$ cat src/design/bemc_pkg.sv
// Shared types and codes for the block extent map cache.
package bemc_pkg;

  typedef struct packed {
    logic [31:0] start;
    logic [31:0] disk;
    logic [31:0] size;
    logic        hole;
  } entry_t;

  typedef struct packed {
    logic   pop;
    logic   push;
    entry_t push_entry;
  } qctl_t;

  typedef enum logic [3:0] {
    ST_IDLE,
    ST_PROBE,
    ST_PFIN,
    ST_PRES,
    ST_A,
    ST_NEW,
    ST_TAIL,
    ST_B,
    ST_FIN,
    ST_OUT
  } state_e;

  localparam logic CMD_PROBE  = 1'b0;
  localparam logic CMD_INSERT = 1'b1;

  localparam logic [1:0] STAT_HIT  = 2'd0;
  localparam logic [1:0] STAT_MISS = 2'd1;
  localparam logic [1:0] STAT_INS  = 2'd2;
  localparam logic [1:0] STAT_REJ  = 2'd3;

endpackage

$ cat src/design/bemc_ctrl.sv
// Sequencer for the run table: probe scan, two-pass insert with trim, split and merge.
module bemc_ctrl #(
  parameter int MAX_RUNS = 64
) (
  input  logic             clk_i,
  input  logic             rst_ni,
  input  logic             in_valid_i,
  output logic             in_ready_o,
  input  logic             cmd_i,
  input  logic [31:0]      fb_i,
  input  logic [31:0]      len_i,
  input  logic [31:0]      disk_i,
  input  logic             hole_i,
  input  bemc_pkg::entry_t head_i,
  output bemc_pkg::qctl_t  qctl_o,
  output logic             out_valid_o,
  input  logic             out_ready_i,
  output logic [1:0]       status_o,
  output logic [31:0]      disk_o,
  output logic             hole_o,
  output logic [31:0]      count_o
);
  import bemc_pkg::*;

  localparam int RCW = $clog2(MAX_RUNS + 1);
  localparam int NCW = $clog2(MAX_RUNS + 4);

  typedef struct packed {
    logic [31:0] fb;
    logic [31:0] len;
    logic [31:0] disk;
    logic [31:0] fin;
    logic        hole;
    entry_t      pend;
    logic [31:0] pend_e;
    logic [31:0] pend_de;
    entry_t      tail;
    entry_t      cand;
    logic [31:0] cand_e;
    logic [31:0] nxt_s;
    logic [31:0] rest;
    logic [31:0] gap;
    logic [1:0]  res_status;
    logic [31:0] res_disk;
    logic        res_hole;
    logic [31:0] res_count;
    logic [1:0]  out_status;
    logic [31:0] out_disk;
    logic        out_hole;
    logic [31:0] out_count;
  } wrk_t;

  state_e           state_q, state_d;
  wrk_t             w_q, w_d;
  logic             pass_q, pass_d;
  logic [RCW-1:0]   idx_q, idx_d;
  logic [RCW-1:0]   run_count_q, run_count_d;
  logic [NCW-1:0]   ncnt_q, ncnt_d;
  logic             pend_v_q, pend_v_d;
  logic             tail_v_q, tail_v_d;
  logic             after_new_q, after_new_d;
  logic             cand_v_q, cand_v_d;
  logic             nxt_v_q, nxt_v_d;
  logic             hit_q, hit_d;
  logic             out_v_q, out_v_d;

  logic [32:0] sum;
  logic [32:0] head_end;
  logic        rem;
  logic [31:0] trim_d;
  logic [31:0] trim_n;
  logic        e_go, e_merge, e_h, fol;
  logic [31:0] e_s, e_d, e_n, e_end, e_dm;

  assign sum      = {1'b0, fb_i} + {1'b0, len_i};
  assign head_end = {1'b0, head_i.start} + {1'b0, head_i.size};
  assign rem      = (idx_q != run_count_q);
  assign trim_d   = head_i.hole ? 32'd0 : (head_i.disk + w_q.fin - head_i.start);
  assign trim_n   = head_end[31:0] - w_q.fin;

  always_ff @(posedge clk_i or negedge rst_ni) begin
    if (!rst_ni) begin
      state_q     <= ST_IDLE;
      pass_q      <= 1'b0;
      idx_q       <= '0;
      run_count_q <= '0;
      ncnt_q      <= '0;
      pend_v_q    <= 1'b0;
      tail_v_q    <= 1'b0;
      after_new_q <= 1'b0;
      cand_v_q    <= 1'b0;
      nxt_v_q     <= 1'b0;
      hit_q       <= 1'b0;
      out_v_q     <= 1'b0;
    end else begin
      state_q     <= state_d;
      pass_q      <= pass_d;
      idx_q       <= idx_d;
      run_count_q <= run_count_d;
      ncnt_q      <= ncnt_d;
      pend_v_q    <= pend_v_d;
      tail_v_q    <= tail_v_d;
      after_new_q <= after_new_d;
      cand_v_q    <= cand_v_d;
      nxt_v_q     <= nxt_v_d;
      hit_q       <= hit_d;
      out_v_q     <= out_v_d;
    end
  end

  always_ff @(posedge clk_i) begin
    w_q <= w_d;
  end

  always_comb begin
    state_d     = state_q;
    w_d         = w_q;
    pass_d      = pass_q;
    idx_d       = idx_q;
    run_count_d = run_count_q;
    ncnt_d      = ncnt_q;
    pend_v_d    = pend_v_q;
    tail_v_d    = tail_v_q;
    after_new_d = after_new_q;
    cand_v_d    = cand_v_q;
    nxt_v_d     = nxt_v_q;
    hit_d       = hit_q;
    out_v_d     = out_v_q;
    qctl_o      = '0;
    in_ready_o  = 1'b0;
    e_go        = 1'b0;
    e_merge     = 1'b0;
    e_s         = '0;
    e_d         = '0;
    e_n         = '0;
    e_h         = 1'b0;
    e_end       = '0;
    if (out_v_q && out_ready_i) begin
      out_v_d = 1'b0;
    end
    unique case (state_q)
      ST_IDLE: begin
        in_ready_o = 1'b1;
        if (in_valid_i) begin
          w_d.fb   = fb_i;
          w_d.len  = len_i;
          w_d.disk = disk_i;
          w_d.hole = hole_i;
          w_d.fin  = sum[31:0];
          idx_d    = '0;
          if (cmd_i == CMD_PROBE) begin
            cand_v_d = 1'b0;
            nxt_v_d  = 1'b0;
            state_d  = ST_PROBE;
          end else if (len_i == 32'd0 || sum[32]) begin
            w_d.res_status = STAT_REJ;
            w_d.res_disk   = '0;
            w_d.res_hole   = 1'b0;
            w_d.res_count  = '0;
            state_d        = ST_OUT;
          end else begin
            pass_d   = 1'b0;
            ncnt_d   = '0;
            pend_v_d = 1'b0;
            tail_v_d = 1'b0;
            state_d  = ST_A;
          end
        end
      end
      ST_PROBE: begin
        if (rem) begin
          qctl_o.pop        = 1'b1;
          qctl_o.push       = 1'b1;
          qctl_o.push_entry = head_i;
          idx_d             = idx_q + RCW'(1);
          if (head_i.start <= w_q.fb) begin
            w_d.cand   = head_i;
            w_d.cand_e = head_end[31:0];
            cand_v_d   = 1'b1;
          end else if (!nxt_v_q) begin
            w_d.nxt_s = head_i.start;
            nxt_v_d   = 1'b1;
          end
        end else begin
          state_d = ST_PFIN;
        end
      end
      ST_PFIN: begin
        hit_d        = cand_v_q && (w_q.cand_e > w_q.fb);
        w_d.rest     = w_q.cand_e - w_q.fb;
        w_d.res_disk = w_q.cand.hole ? 32'd0 : (w_q.cand.disk + w_q.fb - w_q.cand.start);
        w_d.gap      = w_q.nxt_s - w_q.fb;
        state_d      = ST_PRES;
      end
      ST_PRES: begin
        if (hit_q) begin
          w_d.res_status = STAT_HIT;
          w_d.res_hole   = w_q.cand.hole;
          w_d.res_count  = (w_q.rest < w_q.len) ? w_q.rest : w_q.len;
        end else begin
          w_d.res_status = STAT_MISS;
          w_d.res_disk   = '0;
          w_d.res_hole   = 1'b0;
          w_d.res_count  = (nxt_v_q && (w_q.gap < w_q.len)) ? w_q.gap : w_q.len;
        end
        state_d = ST_OUT;
      end
      ST_A: begin
        if (rem && (head_i.start < w_q.fb)) begin
          qctl_o.pop = 1'b1;
          if (!pass_q) begin
            qctl_o.push       = 1'b1;
            qctl_o.push_entry = head_i;
          end
          idx_d   = idx_q + RCW'(1);
          e_go    = 1'b1;
          e_s     = head_i.start;
          e_d     = head_i.disk;
          e_h     = head_i.hole;
          if (head_end > {1'b0, w_q.fb}) begin
            e_n   = w_q.fb - head_i.start;
            e_end = w_q.fb;
          end else begin
            e_n   = head_i.size;
            e_end = head_end[31:0];
          end
          if (head_end > {1'b0, w_q.fin}) begin
            tail_v_d       = 1'b1;
            w_d.tail.start = w_q.fin;
            w_d.tail.disk  = trim_d;
            w_d.tail.size  = trim_n;
            w_d.tail.hole  = head_i.hole;
          end
        end else begin
          state_d = ST_NEW;
        end
      end
      ST_NEW: begin
        e_go        = 1'b1;
        e_merge     = 1'b1;
        e_s         = w_q.fb;
        e_d         = w_q.disk;
        e_n         = w_q.len;
        e_h         = w_q.hole;
        e_end       = w_q.fin;
        after_new_d = 1'b1;
        state_d     = tail_v_q ? ST_TAIL : ST_B;
      end
      ST_TAIL: begin
        e_go        = 1'b1;
        e_merge     = 1'b1;
        e_s         = w_q.tail.start;
        e_d         = w_q.tail.disk;
        e_n         = w_q.tail.size;
        e_h         = w_q.tail.hole;
        e_end       = w_q.tail.start + w_q.tail.size;
        after_new_d = 1'b0;
        state_d     = ST_B;
      end
      ST_B: begin
        if (rem) begin
          qctl_o.pop = 1'b1;
          if (!pass_q) begin
            qctl_o.push       = 1'b1;
            qctl_o.push_entry = head_i;
          end
          idx_d = idx_q + RCW'(1);
          if (head_end > {1'b0, w_q.fin}) begin
            e_go        = 1'b1;
            e_merge     = after_new_q;
            after_new_d = 1'b0;
            e_h         = head_i.hole;
            e_end       = head_end[31:0];
            if (head_i.start < w_q.fin) begin
              e_s = w_q.fin;
              e_d = trim_d;
              e_n = trim_n;
            end else begin
              e_s = head_i.start;
              e_d = head_i.disk;
              e_n = head_i.size;
            end
          end
        end else begin
          state_d = ST_FIN;
        end
      end
      ST_FIN: begin
        if (!pass_q) begin
          if (ncnt_q > NCW'(MAX_RUNS)) begin
            w_d.res_status = STAT_REJ;
            w_d.res_disk   = '0;
            w_d.res_hole   = 1'b0;
            w_d.res_count  = '0;
            state_d        = ST_OUT;
          end else begin
            pass_d   = 1'b1;
            idx_d    = '0;
            ncnt_d   = '0;
            pend_v_d = 1'b0;
            tail_v_d = 1'b0;
            state_d  = ST_A;
          end
        end else begin
          qctl_o.push       = 1'b1;
          qctl_o.push_entry = w_q.pend;
          run_count_d       = RCW'(ncnt_q);
          w_d.res_status    = STAT_INS;
          w_d.res_disk      = '0;
          w_d.res_hole      = 1'b0;
          w_d.res_count     = '0;
          state_d           = ST_OUT;
        end
      end
      ST_OUT: begin
        if (!out_v_q || out_ready_i) begin
          w_d.out_status = w_q.res_status;
          w_d.out_disk   = w_q.res_disk;
          w_d.out_hole   = w_q.res_hole;
          w_d.out_count  = w_q.res_count;
          out_v_d        = 1'b1;
          state_d        = ST_IDLE;
        end
      end
      default: begin
        state_d = ST_IDLE;
      end
    endcase

    // merge into the pending run or retire it and start a new one
    fol  = pend_v_q && (w_q.pend_e == e_s) &&
           ((w_q.pend.hole || e_h) ? (w_q.pend.hole && e_h) : (w_q.pend_de == e_d));
    e_dm = e_h ? 32'd0 : e_d;
    if (e_go) begin
      if (e_merge && fol) begin
        w_d.pend.size = w_q.pend.size + e_n;
        w_d.pend_e    = e_end;
        w_d.pend_de   = w_q.pend_de + e_n;
      end else begin
        if (pend_v_q && pass_q) begin
          qctl_o.push       = 1'b1;
          qctl_o.push_entry = w_q.pend;
        end
        w_d.pend.start = e_s;
        w_d.pend.disk  = e_dm;
        w_d.pend.size  = e_n;
        w_d.pend.hole  = e_h;
        w_d.pend_e     = e_end;
        w_d.pend_de    = e_dm + e_n;
        pend_v_d       = 1'b1;
        ncnt_d         = ncnt_q + NCW'(1);
      end
    end
  end

  assign out_valid_o = out_v_q;
  assign status_o    = w_q.out_status;
  assign disk_o      = w_q.out_disk;
  assign hole_o      = w_q.out_hole;
  assign count_o     = w_q.out_count;

endmodule

$ cat config.mk
export PLATFORM = sky130hd
export DESIGN_NAME = bemc_ctrl
export DESIGN_NICKNAME = d
export VERILOG_FILES = /design/src/design/bemc_pkg.sv /design/src/design/bemc_ctrl.sv
export SDC_FILE = /design/constraint.sdc
export NUM_CORES = 2
export LEC_CHECK = 0
export BUFFER_PORTS_ARGS = -buffer_cell sky130_fd_sc_hd__buf_2
export CAP_MARGIN = 20
export CORE_MARGIN = 5
export CORE_UTILIZATION = 30
export CTS_CLUSTER_DIAMETER = 80
export DETAILED_ROUTE_END_ITERATION = 7
export SETUP_SLACK_MARGIN = 0.2
export SLEW_MARGIN = 20
export SYNTH_ARGS = -nofsm -noshare
export SYNTH_HDL_FRONTEND = slang
export SYNTH_SLANG_ARGS = --single-unit
$ cat constraint.sdc
create_clock -name clk_i -period 17.1 [get_ports clk_i]
set_clock_uncertainty 0.2 [all_clocks]
set_input_delay 2.565 -clock clk_i [delete_from_list [all_inputs] [get_ports clk_i]]
set_output_delay 2.565 -clock clk_i [all_outputs]
set_load 0.1 [all_outputs]
== Word level (Yosys, flattened, before mapping) ==
Index checks and enable logic that the tools add are counted.
W data, S select, Z words.

* Add/sub/neg operators: 16
* Magnitude comparators: 9
* Equality and inequality tests: 33
* Mux-type cells: 120
* Bitwise operators: 3
* Reduce and logical (&&, ||, !) cells: 40

{| class="wikitable"
|+ Operators by type and width
! kind !! count
|-
| $mux W32 || 25
|-
| $pmux W32 S4 || 5
|-
| $mux W98 || 5
|-
| $pmux W98 S4 || 1
|-
| $mux W67 || 5
|-
| $mux W99 || 3
|-
| $add A32 B32 Y32 || 6
|-
| $sub A32 B32 Y32 || 6
|-
| $lt A32 B32 Y1 || 4
|-
| $pmux W33 S3 || 1
|-
| $mux W7 || 12
|-
| $add A32 B32 Y33 || 2
|-
| $gt A33 B32 Y1 || 2
|-
| $eq A32 B32 Y1 || 2
|-
| $pmux W4 S10 || 1
|-
| $mux W1 || 39
|-
| $ne A2 B2 Y1 const B || 19
|-
| $mux W4 || 9
|-
| $mux W33 || 1
|-
| $gt A32 B32 Y1 || 1
|-
| $le A32 B32 Y1 || 1
|-
| $logic_not A32 Y1 || 1
|-
| $pmux W7 S4 || 1
|-
| $reduce_and A5 Y1 || 4
|-
| other kinds (28) || 65
|}

* Register bits after elaboration: 747
* Input bits: 199

== Depth between registers and ports, before layout ==
* Depth after elaboration: 13
* Mapped depth: 53

== Worst setup path before layout ==
No wires, ideal clock.

* Kind: input port to flip-flop
* Start: in head_i[2] (netlist bit)
* End: reg w_q[487] (netlist bit), data pin
* Arrival time: 12.458 ns
* Data required time: 16.642 ns
* Slack: 4.185 ns
* Cell stages on the path: 52
* Path through: ha_1 a21o_1 a21oi_1 o21bai_1 a21bo_2 a21oi_1 nor4_1 o21bai_1 a21boi_0 o41a_1 nand4_1 a31o_2 o21ai_0 a21oi_1 xnor2_1 ha_1 clkbuf_1 and3_1 [... 16 more ...] a21o_1 ha_1 a21o_1 a21o_1 a2111oi_0 nor4_1 o31a_1 a211o_1 nand2_1 o21ai_0 o41ai_1 o21ai_0 o21a_1 o21a_1 nor2_1 o21ai_0 a31o_2 xnor2_1

* Longest elaborated chain between the ends: 10

{| class="wikitable"
|+ RTL lines
! element !! RTL line !! source
|-
| start: declaration || bemc_ctrl.sv:14 || <nowiki>input bemc_pkg::entry_t head_i,</nowiki>
|-
| $add A32 B32 Y33 || bemc_ctrl.sv:76 || <nowiki>assign head_end = {1'b0, head_i.start} + {1'b0, head_i.size};</nowiki>
|-
| net head_end[31] || bemc_ctrl.sv:68 || <nowiki>logic [32:0] head_end;</nowiki>
|-
| $gt A33 B32 Y1 || bemc_ctrl.sv:268 || <nowiki>if (head_end > {1'b0, w_q.fin}) begin</nowiki>
|-
| $mux W32 || bemc_ctrl.sv:268 ||
|-
| $mux W32 || bemc_ctrl.sv:261 || <nowiki>if (rem) begin</nowiki>
|-
| $pmux W32 S4 || bemc_ctrl.sv:141 || <nowiki>unique case (state_q)</nowiki>
|-
| net e_s[24] || bemc_ctrl.sv:73 || <nowiki>logic [31:0] e_s, e_d, e_n, e_end, e_dm;</nowiki>
|-
| $eq A32 B32 Y1 || bemc_ctrl.sv:331 || <nowiki>fol = pend_v_q && (w_q.pend_e == e_s) &&</nowiki>
|-
| $logic_and A1 B1 Y1 (2 in series) || bemc_ctrl.sv:331 ||
|-
| $logic_and A1 B1 Y1 || bemc_ctrl.sv:335 || <nowiki>if (e_merge && fol) begin</nowiki>
|-
| $mux W32 || bemc_ctrl.sv:335 ||
|-
| end signal: assignment || bemc_ctrl.sv:112 || <nowiki>w_q <= w_d;</nowiki>
|-
| end: declaration || bemc_ctrl.sv:54 || <nowiki>wrk_t w_q, w_d;</nowiki>
|}

The timed path passes the listed nets, and every way through them passes these cells.
A chain may end at the register's enable or synchronous reset.

==> run summary <==
Status - finished clean
Cell area after synthesis - 0.0519 mm2
Number of buffers inserted by port buffering - 366
Fraction of synthesized area in multiplexers - 1.79%
Leading register cell type out of synthesis - sky130_fd_sc_hd__edfxtp_1
Worst ir drop on vdd - 0.120 mV
Final weighted congestion of routability-driven global placement - 0.948
Upper clock frequency limit - 65.0 MHz
Antenna violations before repair - 38
Compound-gate portion of the synthesized area - 18.8%
Proportion of netlist area held by the largest area contributor - 41.3%
Area growth, synth to finish - 14.7%
Classification of the worst setup path - in2out
Mean cell area of the mapped netlist - 10.4 um2
Bufs and invs on worst path - 4
Crit path max-delay cell type - sky130_fd_sc_hd__xnor2_1
Via count - 43.3k
Area occupied by multi-input gates - 0.0271 mm2
Dominant combinational cell family by area after synthesis - compound AO/OA/AOI/OAI gates
I/O pin total - 367
Post-CTS Setup Inserts - 0
Clock tree from TritonCTS - yes
Final WL - 218000 um
Xor/xnor cell area share of the yosys netlist - 5.82%
Total of hold buffers inserted after clock tree synthesis - 0
Number of max-cap violations - 0
Number of design-rule violations left by the first detailed-router iteration - 5326
Largest fanout of any net on the critical path - 53
Clk slew on worst S/H paths - 0.06 ns
Count of state elements after synthesis - 747
Later-pin clock latency in the skew report - 0.72 ns
Fraction of the mapped netlist area in simple logic gates - 11.2%
Critical Path Start Type - input port
Overflow after GRT - 0
Cell repeated most along the worst path - sky130_fd_sc_hd__a21oi_1
H-tree depth reported by CTS - 3
Vias per cell - 5.60
Cells taking the most area after synthesis - sky130_fd_sc_hd__edfxtp_1 (41%), sky130_fd_sc_hd__ha_1 (11%), sky130_fd_sc_hd__a21oi_1 (3.5%)
Number of global-route vias before repair - 42.3k
Depth of the most critical reg-to-reg path - 35
Synthesized net count - 5739
Hold endpoint - count_o[11]
Dominant cell by count in the synthesized netlist - sky130_fd_sc_hd__edfxtp_1
Number of nets at the end of the flow - 6075
Height of the die - 426 um
Fin crit share - 89.9%
Slack of the worst reg-to-reg path - 5.60 ns
Final Max Slew Viols - 0
Number of cells on the critical path - 33
CP Data Arrival Time - 12.61 ns
LEAKAGE - 24.7 nW
Antenna-violating nets left - 0
Worst Setup SP - head_i[67]
Reg-to-reg critical path startpoint - w_q[619]
Post-synth cell types - 87
Total Die Area - 0.181 mm2
Proportion of register bits with asynchronous set or reset after synthesis - 4.42%
Worst Max-Slew Pin Slew - 1.16 ns
Adder-Cell Fraction of Synth Area - 14.2%
Terminus of the critical flop-to-flop path - w_q[487]
Site row count - 152
Area of the placeable core - 0.172 mm2
Total Negative Setup Slacks - 0 ns
Required time reported for the critical path endpoint - 14.34 ns
Aggregate global-route resource usage - 23.2%
Worst slew slack as a fraction of its limit - 22.5%
Clock Sinks - 747
Dominant cell type by area after synthesis - sky130_fd_sc_hd__edfxtp_1
Cell types with the highest counts after synthesis - sky130_fd_sc_hd__edfxtp_1 (714), sky130_fd_sc_hd__ha_1 (477), sky130_fd_sc_hd__inv_1 (458)
Post-route DRC violation count - 0
Hold/Removal Path Class - reg2reg
Final setup violation count - 0
Crit. End Element - output port
Maximum number of pins on one net before global-route repair - 97
Share of synthesized area occupied by flip-flops and latches - 42.9%
Number of instances in the synthesized netlist - 4992
Routed wire length per instance - 28.1 um
Finished Core Util - 34.6%
Area used by sequential logic in the layout - 0.0223 mm2
Starting Density - 30.2%
Post-DP HPWL - 174000 um
Final period demand of the worst path - 15.38 ns
Fraction of layout cells with a size suffix above 1 - 13.5%
Wire length of the first global-routing pass - 304000 um
Num CTS Buffers - 91
Number of flops mapped to enable cells by yosys - 714
Final hold violation count - 0
RSZ-0062 raised after global routing - no
Synthesis Warnings - 0
Count of instances resized after the clock tree is built - 0
Number of filler instances in the final layout - 17.4k
Power per standard cell area - 163 mW/mm2
Hold path cells - 0
Worst hold start - w_q[78]
Cell class contributing the biggest share of worst-path delay - simple AND/OR/NAND/NOR gates
Deepest clock path buffer count - 3
Pre-Repair DR Iteration Count - 8
Die width - 426 um
Power after layout - 0.00971 W
Max incr delay on CP - 0.73 ns
Clock root buffer - sky130_fd_sc_hd__clkbuf_16
==> routing by layer <==
layer | share of wire (%) | track usage (%) | vias up
met5 | 0.076 | 0 | -
met4 | 6.3 | 12.7 | 26
met3 | 8.6 | 3.78 | 436
met2 | 44 | 36.6 | 2118
met1 | 41 | 30.5 | 21300
li1 | - | - | 19400
==> area by class of cell <==
class | count | share of cell area, %
Timing Repair Buffer | 439 | 4.00
Inverter | 458 | 2.90
Multi-Input combinational cell | 3591 | 45.5
Clock buffer | 108 | 4.05
Sequential cell | 747 | 37.4
Tap cell | 2310 | 4.86
Clock inverter | 60 | 1.24
Antenna cell | 17 | 0.0715
==> worst max-delay path by stage <==
stage            endpoint  slack [ns]
2_1_floorplan    w_q[487]        4.18
5_1_grt          w_q[487]        1.34
4_1_cts        qctl_o[81]        1.95
6_report       qctl_o[81]        1.72
3_5_place_dp     w_q[487]        1.43
3_3_place_gp     w_q[487]        1.47
==> where the power goes <==
group	internal [W]	leakage, nW	switching [W]	total (W)
clock network	0.00121	1.54	0.000859	0.00207
registers	0.00263	7.03	0.000303	0.00294
logic	0.00139	16.2	0.00331	0.00470
total	0.00524	24.7	0.00447	0.00971
==> state kept, by name, indices dropped and copies added (netlist names) <==
register and cells:
state_q 4, ncnt_q 7, after_new_q 1, out_valid_o 1
cand_v_q 1, hit_q 1, w_q 647, run_count_q 7
nxt_v_q 1, count_o 32, tail_v_q 1, pass_q 1
idx_q 7, disk_o 32, hole_o 1, pend_v_q 1
status_o 2
==> stage by stage <==
stage                     area, um2  worst slack (ns)  instances  hold slack [ns]
final                         59500              1.72       7730            0.214
after CTS                     59500              1.95       7713            0.216
after detailed placement      56300              1.43       7545            0.205
after global placement        56300              1.47       7544            0.204
after global routing          59500              1.34       7727            0.227
after floorplan               51900              4.18       4992            0.200
==> cell usage in the layout, fill, tap and decap left out, types with 23 or more instances in the layout <==
| cell type | count |
|---|---|
| sky130_fd_sc_hd__o31ai_1 | 27 |
| sky130_fd_sc_hd__dfrtp_1 | 33 |
| sky130_fd_sc_hd__fa_1 | 71 |
| sky130_fd_sc_hd__buf_4 | 73 |
| sky130_fd_sc_hd__xor2_1 | 140 |
| sky130_fd_sc_hd__clkbuf_16 | 93 |
| sky130_fd_sc_hd__nor3_1 | 107 |
| sky130_fd_sc_hd__nor2b_1 | 53 |
| sky130_fd_sc_hd__a22oi_1 | 23 |
| sky130_fd_sc_hd__a22o_1 | 112 |
| sky130_fd_sc_hd__a21boi_0 | 24 |
| sky130_fd_sc_hd__buf_2 | 365 |
| sky130_fd_sc_hd__a21o_1 | 128 |
| sky130_fd_sc_hd__nand2_1 | 254 |
| sky130_fd_sc_hd__nand4_1 | 55 |
| sky130_fd_sc_hd__inv_1 | 456 |
| sky130_fd_sc_hd__nand3_1 | 93 |
| sky130_fd_sc_hd__mux2_2 | 70 |
| sky130_fd_sc_hd__o211ai_1 | 28 |
| sky130_fd_sc_hd__nand2b_1 | 52 |
| sky130_fd_sc_hd__or3_1 | 37 |
| sky130_fd_sc_hd__nor4_1 | 29 |
| sky130_fd_sc_hd__a222oi_1 | 87 |
| sky130_fd_sc_hd__and3_1 | 48 |
| sky130_fd_sc_hd__xnor2_1 | 205 |
| sky130_fd_sc_hd__ha_1 | 477 |
| sky130_fd_sc_hd__o21ai_0 | 249 |
| sky130_fd_sc_hd__nor2_1 | 357 |
| sky130_fd_sc_hd__o21bai_1 | 26 |
| sky130_fd_sc_hd__o21a_1 | 52 |
| sky130_fd_sc_hd__a211oi_1 | 42 |
| sky130_fd_sc_hd__and2_1 | 32 |
| sky130_fd_sc_hd__o221ai_1 | 46 |
| sky130_fd_sc_hd__a21oi_1 | 358 |
| sky130_fd_sc_hd__edfxtp_1 | 714 |
==> kinds of logic (layout without fill, tap and decap cells) <==
kind of cell	after synthesis	in the layout
AO/OA/AOI/OAI	1414	1414
XOR/XNOR	345	345
adder cells (fa/ha/maj)	548	548
buffers and inverters	654	1065
flip-flops	747	747
multiplexers	84	84
other	0	17
AND/OR/NAND/NOR	1200	1200
Note: power is estimated with default switching activity, not from simulation.
